### src/rtl/wsd_pkg.sv
// shared types and constants for the websocket frame deframer
package wsd_pkg;

	// result kind codes
	typedef enum logic [1:0] {
		KIND_DATA   = 2'd0,
		KIND_EMPTY  = 2'd1,
		KIND_NOMASK = 2'd2,
		KIND_BADLEN = 2'd3
	} kind_t;

	// header length code thresholds
	localparam logic [6:0]  LEN_CODE_MAX_SHORT = 7'd125;
	localparam logic [6:0]  LEN_CODE_EXT16     = 7'd126;
	localparam logic [63:0] LEN_EXT16_MIN      = 64'd126;

	// one classified word waiting for the back end
	typedef struct packed {
		kind_t      kind;
		logic [7:0] data;
		logic [7:0] key;
		logic       last;
		logic       fin;
		logic [2:0] rsv;
		logic [3:0] opcode;
	} wsd_entry_t;

endpackage

### src/rtl/websocket_frame_deframer.sv
// an accepted word is written into the queue, then loaded into the output register
// throughput: one word per cycle while the queue has room, set by the single-pass front parser
// a full four-entry queue stalls the input until the output side drains
// reset: async active low, parser back to first header byte, queue empty
// results: payload words, empty frame end, missing mask and bad length
// top level of the websocket client frame deframer
module websocket_frame_deframer #(
	parameter int QUEUE_DEPTH = 4
) (
	input  logic       clk,
	input  logic       arst_n,
	// input byte stream
	input  logic       in_valid,
	output logic       in_stall,
	input  logic [7:0] data_byte,
	// result stream
	output logic       out_valid,
	input  logic       out_stall,
	output logic [1:0] kind,
	output logic [7:0] payload_byte,
	output logic       last_of_frame,
	output logic       fin_flag,
	output logic [2:0] reserved_bits,
	output logic [3:0] frame_opcode
);
	import wsd_pkg::*;

	logic       accept;
	logic       push;
	wsd_entry_t push_entry;
	wsd_entry_t pop_entry;
	logic       pop;
	logic       q_full;
	logic       q_not_empty;
	kind_t      kind_int;

	// input word taken whenever the queue has room
	assign in_stall = q_full;
	assign accept   = in_valid && !in_stall;

	// parser: classifies every word, pushes only those that make a result
	wsd_front u_front (
		.clk        (clk),
		.arst_n     (arst_n),
		.accept     (accept),
		.data_byte  (data_byte),
		.push       (push),
		.push_entry (push_entry)
	);

	// decouples parser from the output side
	wsd_fifo #(
		.DEPTH (QUEUE_DEPTH)
	) u_fifo (
		.clk        (clk),
		.arst_n     (arst_n),
		.push       (push),
		.push_entry (push_entry),
		.pop        (pop),
		.pop_entry  (pop_entry),
		.full       (q_full),
		.not_empty  (q_not_empty)
	);

	// unmask and present results
	wsd_back u_back (
		.clk       (clk),
		.arst_n    (arst_n),
		.q_valid   (q_not_empty),
		.q_entry   (pop_entry),
		.pop       (pop),
		.out_valid (out_valid),
		.out_stall (out_stall),
		.kind_o    (kind_int),
		.payload_o (payload_byte),
		.last_o    (last_of_frame),
		.fin_o     (fin_flag),
		.rsv_o     (reserved_bits),
		.opcode_o  (frame_opcode)
	);

	assign kind = kind_int;

`ifndef SYNTHESIS
	// parser never pushes into a full queue
	assert property (@(posedge clk) disable iff (!arst_n) !(push && q_full))
		else $error("push into full queue");

	// back end never pops an empty queue
	assert property (@(posedge clk) disable iff (!arst_n) !(pop && !q_not_empty))
		else $error("pop from empty queue");

	// non-payload results carry zero data and close the frame
	assert property (@(posedge clk) disable iff (!arst_n)
		(out_valid && kind_int != KIND_DATA) |-> (payload_byte == 8'd0 && last_of_frame))
		else $error("non-payload result malformed");

	// a word pushed while queue and output side are empty is queued, then shown in the output register
	assert property (@(posedge clk) disable iff (!arst_n)
		(push && !q_not_empty && !out_valid) |=> ##1 out_valid)
		else $error("result not presented");
`endif

endmodule

### src/rtl/wsd_front.sv
// front end: header, length and mask key parsing, classifies each word
module wsd_front (
	input  logic                clk,
	input  logic                arst_n,
	input  logic                accept,
	input  logic [7:0]          data_byte,
	output logic                push,
	output wsd_pkg::wsd_entry_t push_entry
);
	import wsd_pkg::*;

	typedef enum logic [2:0] {
		PH_HDR0  = 3'd0,
		PH_HDR1  = 3'd1,
		PH_EXT16 = 3'd2,
		PH_EXT64 = 3'd3,
		PH_MASK  = 3'd4,
		PH_DATA  = 3'd5
	} phase_t;

	phase_t      phase_q;
	logic        fin_q;
	logic [2:0]  rsv_q;
	logic [3:0]  opcode_q;
	logic [2:0]  field_cnt_q;
	logic [63:0] len_acc_q;
	logic [31:0] mask_key_q;
	logic [62:0] remaining_q;
	logic [1:0]  mask_off_q;

	logic [63:0] len_acc_next;
	logic        ext16_bad;
	logic        ext64_bad;
	logic [7:0]  key_byte;
	logic        data_last;

	assign len_acc_next = {len_acc_q[55:0], data_byte};
	assign ext16_bad    = len_acc_next < LEN_EXT16_MIN;
	assign ext64_bad    = (len_acc_next[63:16] == 48'd0) || len_acc_next[63];
	assign data_last    = remaining_q == 63'd1;

	// mask key byte for this payload offset, big-endian key order
	always_comb begin
		case (mask_off_q)
			2'd0:    key_byte = mask_key_q[31:24];
			2'd1:    key_byte = mask_key_q[23:16];
			2'd2:    key_byte = mask_key_q[15:8];
			default: key_byte = mask_key_q[7:0];
		endcase
	end

	// classify the word, decide whether it makes a result
	always_comb begin
		push              = 1'b0;
		push_entry.kind   = KIND_DATA;
		push_entry.data   = data_byte;
		push_entry.key    = key_byte;
		push_entry.last   = 1'b1;
		push_entry.fin    = fin_q;
		push_entry.rsv    = rsv_q;
		push_entry.opcode = opcode_q;
		unique case (phase_q)
			PH_HDR1: begin
				if (!data_byte[7]) begin
					push            = accept;
					push_entry.kind = KIND_NOMASK;
				end
			end
			PH_EXT16: begin
				if (field_cnt_q >= 3'd1 && ext16_bad) begin
					push            = accept;
					push_entry.kind = KIND_BADLEN;
				end
			end
			PH_EXT64: begin
				if (field_cnt_q >= 3'd7 && ext64_bad) begin
					push            = accept;
					push_entry.kind = KIND_BADLEN;
				end
			end
			PH_MASK: begin
				if (field_cnt_q >= 3'd3 && remaining_q == 63'd0) begin
					push            = accept;
					push_entry.kind = KIND_EMPTY;
				end
			end
			PH_DATA: begin
				push            = accept;
				push_entry.last = data_last;
			end
			default: ;
		endcase
	end

	always_ff @(posedge clk or negedge arst_n) begin
		if (!arst_n) begin
			phase_q     <= PH_HDR0;
			fin_q       <= 1'b0;
			rsv_q       <= 3'd0;
			opcode_q    <= 4'd0;
			field_cnt_q <= 3'd0;
			len_acc_q   <= 64'd0;
			mask_key_q  <= 32'd0;
			remaining_q <= 63'd0;
			mask_off_q  <= 2'd0;
		end else if (accept) begin
			unique case (phase_q)
				PH_HDR1: begin
					if (!data_byte[7]) begin
						phase_q <= PH_HDR0;
					end else begin
						field_cnt_q <= 3'd0;
						len_acc_q   <= 64'd0;
						if (data_byte[6:0] <= LEN_CODE_MAX_SHORT) begin
							remaining_q <= {56'd0, data_byte[6:0]};
							mask_key_q  <= 32'd0;
							phase_q     <= PH_MASK;
						end else if (data_byte[6:0] == LEN_CODE_EXT16) begin
							phase_q <= PH_EXT16;
						end else begin
							phase_q <= PH_EXT64;
						end
					end
				end
				PH_EXT16: begin
					len_acc_q <= len_acc_next;
					if (field_cnt_q >= 3'd1) begin
						if (ext16_bad) begin
							phase_q <= PH_HDR0;
						end else begin
							remaining_q <= len_acc_next[62:0];
							field_cnt_q <= 3'd0;
							mask_key_q  <= 32'd0;
							phase_q     <= PH_MASK;
						end
					end else begin
						field_cnt_q <= field_cnt_q + 3'd1;
					end
				end
				PH_EXT64: begin
					len_acc_q <= len_acc_next;
					if (field_cnt_q >= 3'd7) begin
						if (ext64_bad) begin
							phase_q <= PH_HDR0;
						end else begin
							remaining_q <= len_acc_next[62:0];
							field_cnt_q <= 3'd0;
							mask_key_q  <= 32'd0;
							phase_q     <= PH_MASK;
						end
					end else begin
						field_cnt_q <= field_cnt_q + 3'd1;
					end
				end
				PH_MASK: begin
					mask_key_q <= {mask_key_q[23:0], data_byte};
					if (field_cnt_q >= 3'd3) begin
						field_cnt_q <= 3'd0;
						mask_off_q  <= 2'd0;
						phase_q     <= (remaining_q == 63'd0) ? PH_HDR0 : PH_DATA;
					end else begin
						field_cnt_q <= field_cnt_q + 3'd1;
					end
				end
				PH_DATA: begin
					mask_off_q  <= mask_off_q + 2'd1;
					remaining_q <= remaining_q - 63'd1;
					if (data_last) begin
						phase_q <= PH_HDR0;
					end
				end
				default: begin
					fin_q    <= data_byte[7];
					rsv_q    <= data_byte[6:4];
					opcode_q <= data_byte[3:0];
					phase_q  <= PH_HDR1;
				end
			endcase
		end
	end

endmodule

### src/rtl/wsd_fifo.sv
// short queue between front and back ends
module wsd_fifo #(
	parameter int DEPTH = 4
) (
	input  logic                clk,
	input  logic                arst_n,
	input  logic                push,
	input  wsd_pkg::wsd_entry_t push_entry,
	input  logic                pop,
	output wsd_pkg::wsd_entry_t pop_entry,
	output logic                full,
	output logic                not_empty
);
	import wsd_pkg::*;

	localparam int PW = $clog2(DEPTH);
	localparam int CW = $clog2(DEPTH + 1);

	wsd_entry_t    slots_q [DEPTH];
	logic [PW-1:0] wr_ptr_q;
	logic [PW-1:0] rd_ptr_q;
	logic [CW-1:0] count_q;

	assign full      = count_q == CW'(DEPTH);
	assign not_empty = count_q != '0;
	assign pop_entry = slots_q[rd_ptr_q];

	always_ff @(posedge clk) begin
		if (push) begin
			slots_q[wr_ptr_q] <= push_entry;
		end
	end

	always_ff @(posedge clk or negedge arst_n) begin
		if (!arst_n) begin
			wr_ptr_q <= '0;
			rd_ptr_q <= '0;
			count_q  <= '0;
		end else begin
			if (push) begin
				wr_ptr_q <= (wr_ptr_q == PW'(DEPTH - 1)) ? '0 : wr_ptr_q + 1'b1;
			end
			if (pop) begin
				rd_ptr_q <= (rd_ptr_q == PW'(DEPTH - 1)) ? '0 : rd_ptr_q + 1'b1;
			end
			case ({push, pop})
				2'b10:   count_q <= count_q + 1'b1;
				2'b01:   count_q <= count_q - 1'b1;
				default: count_q <= count_q;
			endcase
		end
	end

endmodule

### src/rtl/wsd_back.sv
// back end: unmasks payload words and holds the output register
module wsd_back (
	input  logic                clk,
	input  logic                arst_n,
	input  logic                q_valid,
	input  wsd_pkg::wsd_entry_t q_entry,
	output logic                pop,
	output logic                out_valid,
	input  logic                out_stall,
	output wsd_pkg::kind_t      kind_o,
	output logic [7:0]          payload_o,
	output logic                last_o,
	output logic                fin_o,
	output logic [2:0]          rsv_o,
	output logic [3:0]          opcode_o
);
	import wsd_pkg::*;

	logic load;

	// output register free or being taken this cycle
	assign load = !out_valid || !out_stall;
	assign pop  = load && q_valid;

	always_ff @(posedge clk or negedge arst_n) begin
		if (!arst_n) begin
			out_valid <= 1'b0;
		end else if (load) begin
			out_valid <= q_valid;
		end
	end

	always_ff @(posedge clk) begin
		if (pop) begin
			kind_o    <= q_entry.kind;
			payload_o <= (q_entry.kind == KIND_DATA) ? (q_entry.data ^ q_entry.key) : 8'd0;
			last_o    <= q_entry.last;
			fin_o     <= q_entry.fin;
			rsv_o     <= q_entry.rsv;
			opcode_o  <= q_entry.opcode;
		end
	end

endmodule
### config.mk
export PLATFORM = sky130hd
export DESIGN_NAME = websocket_frame_deframer
export DESIGN_NICKNAME = d
export VERILOG_FILES = /design/src/rtl/wsd_pkg.sv /design/src/rtl/websocket_frame_deframer.sv /design/src/rtl/wsd_front.sv /design/src/rtl/wsd_fifo.sv /design/src/rtl/wsd_back.sv
export SDC_FILE = /design/constraint.sdc
export NUM_CORES = 1
export LEC_CHECK = 0
export BUFFER_PORTS_ARGS = -buffer_cell sky130_fd_sc_hd__buf_2
export CORE_UTILIZATION = 55
export DETAILED_ROUTE_END_ITERATION = 8
export PLACE_DENSITY = 0.71
export RECOVER_POWER = 100
export SLEW_MARGIN = 20
export SYNTH_ARGS = -nofsm -noshare
export SYNTH_HDL_FRONTEND = slang
export SYNTH_HIERARCHICAL = 1
export SYNTH_SLANG_ARGS = --single-unit
### constraint.sdc
create_clock -name clk -period 10.9 [get_ports clk]
set_clock_uncertainty 0.2 [all_clocks]
set_input_delay 2.18 -clock clk [delete_from_list [all_inputs] [get_ports clk]]
set_output_delay 2.18 -clock clk [all_outputs]
set_load 0.01 [all_outputs]
==> flow_metrics.py, run 1 <==
metrics = {
    "sta": {
        "rsz0062_at_grt": "false",
        "period_needed_ns": 6.673,
        "max_slew_margin_pct": -153.1,
        "setup_viol": 0,
        "tightest_slew_ns": 3.797,
        "timing.final.ws_setup_ns": 4.227,
        "fmax_mhz": 149.8,
        "min_period_over_period_pct": 61.22,
        "tns_ns": 0,
        "final-max-slew-violation-count": 335,
        "hold_violations": 0,
    },
    "clock_network": {
        "clock-sinks": 302,
        "clk_pin_slew_ns": 0.06,
        "post_cts_resized": 0,
        "clock_latency_ns": 0.58,
        "post_cts.repair.setup_buffers": 0,
        "cts_tree": "yes",
        "clockBufferDepth": 3,
        "root_buffer": "clkbuf_16",
        "htreeDepth": 1,
        "cts-buffers-inserted": 31,
        "hold_buffers": 0,
    },
    "logic_synthesis": {
        "synth_edf_count": 127,
        "ys_seq_elements": 302,
        "synth-main-ff-cell": "dfrtp_1",
        "synth_seq_area_share_pct": 59.10,
        "syn_nets": 1159,
        "yosys_warnings": 6,
        "synth.avg_cell_area_sq_um": 12.28,
        "syn_inst": 1129,
        "netlist_area_sq_mm": 0.01386,
        "synth_cell_types": 68,
        "synthArstFlopShare_pct": 57.95,
    },
    "flow_run": {
        "cap_violations": 8,
    },
    "global_routing": {
        "grt-ovfl-total": 0,
        "grt_pass1_wl_microns": 53690,
        "grt_start_max_net_pins": 107,
        "antenna_found_initial": 0,
        "grt_pass1_vias": 9305,
        "grtUsageTotal_pct": 26.36,
    },
    "place": {
        "io_buffers": 32,
        "place_inst": 1424,
        "place_congestion": 0.8621,
        "place_ws_ns": 5.494,
        "dp_hpwl_microns": 21070,
    },
    "drt": {
        "wl_met3_microns": 2750,
        "ant_nets": 0,
        "avgViaCountPerCell": 6.613,
        "met2_length_microns": 15530,
        "drtIter0Drc": 1083,
        "drc": 0,
        "drt_wl_total_microns": 33470,
        "wl_per_cell_microns": 22.58,
        "num_vias": 9801,
        "first_pass_iters": 5,
        "route.layer.met1.wl_microns": 14540,
        "highest_layer": "met4",
    },
    "die": {
        "die-area_sq_mm": 0.02585,
        "core-area_sq_mm": 0.02453,
        "start_util_pct": 56.51,
        "die_h_microns": 160.8,
        "io_pins": 33,
        "num_rows": 57,
        "die_w_microns": 160.8,
    },
    "setup_path": {
        "worst-r2r-cell-count": 8,
        "r2r_start": "u_front/remaining_q[10]",
        "r2r-end": "u_fifo/slots_q[2][8]",
        "crit_type": "input port to flop",
        "cp_data_required_time_ns": 11.16,
        "critPathMaxFanout": 66,
        "cp-start-kind": "input port",
        "timing.reg2reg.setup_slack_ns": 5.00,
        "worst_setup_path_end_kind": "flop",
        "cp_data_arrival_time_ns": 6.93,
    },
    "power_and_ir_drop": {
        "ir_drop_uv": 139.2,
        "power_density_mw_per_mm2": 242.0,
        "leakagePower_nw": 5.845,
    },
    "run_status": {
        "outcome": "finished, violations left",
        "violations": "capacitance limit, slew limit",
    },
    "finish": {
        "nets": 1163,
        "fin_cells": 1482,
        "syn_to_final_growth_pct": 9.558,
        "antenna_cells": 0,
        "fill_cells": 1928,
        "drive_gt1_share_pct": 11.57,
    },
    "worst_hold_path": {
        "hold_class": "flop to flop",
        "worstHoldPathCells": 1,
        "min-delay-start": "u_fifo/count_q[2]",
        "worstHoldEndpoint": "u_fifo/count_q[2]",
    },
}
==> synthesized netlist by cell type, drive strengths merged, types with 10 or more instances <==
cell type | count | area [sq um]
dfrtp | 175 | 4379
edfxtp | 127 | 3814
o21ai | 105 | 525.5
a22o | 94 | 823.3
nor2 | 83 | 331.6
clkbuf | 59 | 221.5
a21oi | 51 | 255.2
nor3 | 45 | 225.2
nor4 | 38 | 244.0
nand2 | 35 | 131.4
mux4 | 27 | 611.8
inv | 25 | 93.84
buf | 21 | 168.9
a32oi | 19 | 166.4
a22oi | 17 | 127.6
ha | 17 | 212.7
mux2 | 17 | 191.4
or4 | 16 | 123.9
nand3 | 14 | 70.07
or3 | 13 | 82.58
nand4 | 12 | 75.07
o2bb2ai | 10 | 87.58
xnor2 | 10 | 87.58
==> per-layer routing <==
layer  vias up  global-route usage [%]
li1       4420                       -
met1      4887                   39.56
met2       435                   40.38
met3        59                   4.571
met4         0                   6.003
met5         -                       0
==> logic make-up (layout without fill, tap and decap cells) <==
group	count (synthesis)	count (layout)	synth area share, %
AO/OA/AOI/OAI	347	347	17.36
flip-flops	302	302	59.10
AND/OR/NAND/NOR	293	293	11.23
buffers and inverters	105	134	3.493
multiplexers	53	53	6.444
adder cells (fa/ha/maj)	18	18	1.679
XOR/XNOR	11	11	0.6949
==> area by class of cell <==
type | instances | area, sq um | area share, %
Clock inverter | 19 | 176.4 | 1.162
Tap cell | 324 | 405.4 | 2.669
Multi-Input combinational cell | 722 | 5224 | 34.39
Inverter | 25 | 93.84 | 0.6178
Clock buffer | 39 | 855.8 | 5.635
Sequential cell | 302 | 8193 | 53.94
Timing Repair Buffer | 51 | 240.2 | 1.582
==> power by group <==
group          internal [mW]  switching (mW)
registers               1.39           0.171
clock network          0.607           0.450
logic                  0.388           0.666
total                   2.39            1.29
==> worst max path at each step <==
| stage | slack (ns) | endpoint | cells after the start | from |
|---|---|---|---|---|
| floorplan | 5.66 | u_fifo/count_q[1] | 4 | out_stall |
| global placement | 5.54 | u_fifo/slots_q[2][25] | 9 | data_byte[4] |
| detailed placement | 5.49 | u_fifo/slots_q[2][8] | 9 | data_byte[2] |
| CTS | 5.96 | u_fifo/slots_q[2][8] | 8 | u_front/remaining_q[10] |
| global route | 3.72 | u_front/remaining_q[2] | 8 | data_byte[7] |
| finish | 4.23 | u_front/remaining_q[23] | 8 | data_byte[7] |
==> metrics by stage <==
step	power, mW	hold slack (ns)	util, %	cell area, sq um
global route	3.868	0.3133	61.91	15190
CTS	3.697	0.2902	62.27	15280
global placement	2.611	0.2757	58.06	14240
floorplan	2.330	0.2491	-	13860
detailed placement	2.636	0.2794	58.06	14240
finish	3.676	0.2821	61.91	15190
==> worst max-delay path: stages <==
cell	delay, ns
clkbuf_1	0.31
nor4_1	0.30
nand2_1	0.14
o21ai_0	0.44
a311o_1	1.18
clkbuf_1	1.81
o21ai_0	0.35
o21ai_0	0.16
==> registers in the layout, summed over array words and instances, names as in the netlist, 4 cells and up <==
signal and cells:
u_back/opcode_o 4, u_back/payload_o 8, u_fifo/slots_q 108, u_front/len_acc_q 56, u_front/mask_key_q 32, u_front/opcode_q 4, u_front/remaining_q 63
==> layout by cell type (no fill, tap or decap), types with 12 or more instances in the layout <==
cell type	synthesis	final
dfrtp_1	175	175
edfxtp_1	127	127
o21ai_0	105	105
a22o_1	94	94
nor2_1	75	73
a21oi_1	51	50
nor3_1	45	45
clkbuf_1	59	42
nor4_1	37	36
nand2_1	35	34
clkbuf_16	0	31
mux4_2	26	26
inv_1	25	25
a32oi_1	19	19
mux2_2	17	17
a22oi_1	17	17
ha_1	17	16
or4_1	15	15
nand3_1	14	14
or3_1	12	12
nand4_1	12	12
Note: power is estimated with default switching activity, not from simulation.
==> run 2, diff against run 1 <==
- ABC_AREA: default -> 1
- PLACE_DENSITY: 0.71 -> 0.74
- clock period: 10.9 -> 6.11 ns (I/O delays scaled with it)
==> run 2 against run 1 <==
Compared with the run above:
- the flow still finishes with violations (capacitance limit, slew limit)
- area after synthesis is 13% higher
- largest cell class unchanged
- routed wire length is 20% higher
- via count is 32% higher
- first-iteration DRC count is 3.6% higher
- die area is 13% higher
- sequential share of layout area is 5.6 points lower
- worst setup slack worse by 2.4 ns
- cell count is 64% higher
- flip-flop and latch count stayed put
==> flow_metrics.py, run 2 <==
metrics = {
    "run_status": {
        "outcome": "finished, violations left",
        "violations": "capacitance limit, slew limit",
    },
    "sta": {
        "tns_ns": 0,
        "setup_viol": 0,
        "min_period_over_period_pct": 70.92,
        "fmax_mhz": 230.8,
        "period_needed_ns": 4.333,
        "hold_violations": 0,
        "max_slew_margin_pct": -67.73,
        "tightest_slew_ns": 2.516,
        "final-max-slew-violation-count": 437,
        "rsz0062_at_grt": "false",
    },
    "clock_network": {
        "htreeDepth": 2,
        "post_cts_resized": 0,
        "clk_pin_slew_ns": 0.06,
        "cts_tree": "yes",
        "clock_latency_ns": 0.51,
        "post_cts.repair.setup_buffers": 0,
        "cts-buffers-inserted": 34,
        "clock-sinks": 302,
        "clockBufferDepth": 3,
        "hold_buffers": 0,
        "root_buffer": "clkbuf_16",
    },
    "finish": {
        "fill_cells": 2489,
        "largest_register": "u_fifo/slots_q",
        "largest_reg_flops": 108,
        "antenna_cells": 0,
        "final_common_cell": "nand2_1",
        "nets": 2055,
        "syn_to_final_growth_pct": 8.378,
        "drive_gt1_share_pct": 4.346,
        "final_cell_mix": "nand2_1, nor2_1, dfrtp_1",
        "top_regs": "u_fifo/slots_q x108, u_front/remaining_q x63, u_front/len_acc_q x56",
    },
    "power_and_ir_drop": {
        "intPower_mw": 4.385,
        "power.switching_mw": 2.994,
        "swShare_pct": 40.57,
        "clockPowerShare_pct": 27.0,
        "seqPwrFrac_pct": 36.6,
        "ir_drop_uv": 240.5,
        "power_density_mw_per_mm2": 435.0,
        "power.share.combinational_pct": 36.4,
        "leakagePower_nw": 8.465,
        "finalPower_mw": 7.379,
    },
    "setup_path": {
        "cp_data_arrival_time_ns": 4.48,
        "crit_type": "flop to flop",
        "critPathMaxFanout": 62,
        "cp-start-kind": "flop",
        "worst_setup_path_end_kind": "flop",
        "cp_data_required_time_ns": 6.26,
        "timing.reg2reg.setup_slack_ns": 1.78,
    },
    "logic_synthesis": {
        "yosys_warnings": 6,
        "syn_nets": 2056,
        "synth_edf_count": 127,
        "synth.avg_cell_area_sq_um": 7.725,
        "netlist_area_sq_mm": 0.01565,
        "synthArstFlopShare_pct": 57.95,
        "synth_area_leader_cell": "dfrtp_1",
        "synth_most_common_cell": "nand2_1",
        "ys_seq_elements": 302,
        "ys_top_cells_by_count": "nand2_1, nor2_1, dfrtp_1",
        "synth_top_cell_area_share_pct": 27.98,
        "synth_area_leaders": "dfrtp_1, edfxtp_1, nand2_1",
        "synth_cell_types": 39,
        "syn_inst": 2026,
        "synth_seq_area_share_pct": 52.35,
        "synth-main-ff-cell": "dfrtp_1",
    },
    "global_routing": {
        "grtUsageTotal_pct": 28.47,
        "antenna_found_initial": 0,
        "grt_pass1_vias": 12030,
        "grt-ovfl-total": 0,
        "grt_pass1_wl_microns": 63710,
        "grt_start_max_net_pins": 103,
    },
    "die": {
        "die_w_microns": 170.7,
        "start_util_pct": 56.18,
        "core-area_sq_mm": 0.02786,
        "io_pins": 33,
        "die-area_sq_mm": 0.02914,
        "die_h_microns": 170.7,
        "num_rows": 61,
    },
    "place": {
        "io_buffers": 32,
        "dp_hpwl_microns": 28110,
        "place_congestion": 0.9802,
    },
    "drt": {
        "first_pass_iters": 5,
        "drtIter0Drc": 1122,
        "avgViaCountPerCell": 5.338,
        "ant_nets": 0,
        "num_vias": 12950,
        "drt_wl_total_microns": 40140,
        "wl_per_cell_microns": 16.54,
        "drc": 0,
    },
    "flow_run": {
        "cap_violations": 6,
    },
    "worst_hold_path": {
        "hold_class": "flop to flop",
    },
}
## run 2: path summary, 6_finish.rpt
kind,from,endpoint,cells past startpoint
setup reg to reg,u_fifo/rd_ptr_q[0],u_back/payload_o[2],7
setup / recovery,u_fifo/rd_ptr_q[0],u_back/payload_o[2],7
hold / removal,u_front/mask_key_q[27],u_front/mask_key_q[27],2
max in group asynchronous,arst_n,u_front/remaining_q[49],1
hold reg to reg,u_front/mask_key_q[27],u_front/mask_key_q[27],2
min in group asynchronous,arst_n,u_front/mask_key_q[29],1
## run 2: critical path, stage by stage, from the launching register on
cell and delay [ns]:
dfrtp_1 1.57, clkbuf_1 1.44, nand2_1 0.13, o211ai_1 0.14, nand2_1 0.15, nor2_4 0.27, nand2_1 0.08, nor2_1 0.15
## run 2: routing by layer
layer,up-vias,wire length (microns),track usage (%)
li1,6420,-,-
met1,6065,16820,36.47
met2,381,19640,48.61
met3,84,1907,3.447
met4,0,1768,12.46
met5,-,0,0
## run 2: per-stage QoR
stage / hold slack [ns] / utilization [%] / instance area [sq um] / instances / setup slack (ns)
finish: 0.2949 / 60.89 / 16960 / 2426 / 1.777
detailed placement: 0.2836 / 57.31 / 15970 / 2367 / 1.604
global placement: 0.2620 / 57.31 / 15970 / 2367 / 1.635
CTS: 0.2990 / 61.21 / 17050 / 2426 / 2.137
global route: 0.3191 / 60.89 / 16960 / 2426 / 1.267
floorplan: 0.2417 / - / 15650 / 2026 / 2.549
## run 2: power groups by stage
stage / Sequential, mW / Clock, mW / Combinational (mW)
final: 2.70 / 1.99 / 2.68
after global routing: 2.75 / 2.10 / 3.02
after CTS: 2.70 / 2.03 / 2.71
after detailed placement: 2.74 / 0 / 2.69
after global placement: 2.73 / 0 / 2.65
after floorplan: 2.67 / 0 / 2.03
## run 2: cells by family (layout without fill, tap and decap cells)
family / count (synthesis) / after routing / synth area share, %
xor+xnor: 10 / 10 / 0.5596
fa+ha+maj: 18 / 18 / 1.487
mux: 4 / 4 / 0.2878
buf+inv: 226 / 248 / 6.211
compound gates: 187 / 187 / 6.843
flops: 302 / 302 / 52.35
simple gates: 1279 / 1279 / 32.26
## run 2: cell type report
type	count	area (sq um)	area share, %
flip-flops and latches	302	8193	48.30
multi-input cells	1498	6467	38.13
clock buffers	42	932.1	5.495
inverters	148	555.5	3.275
well taps	378	473.0	2.788
repair buffers	41	188.9	1.114
clock inverters	17	152.6	0.8999
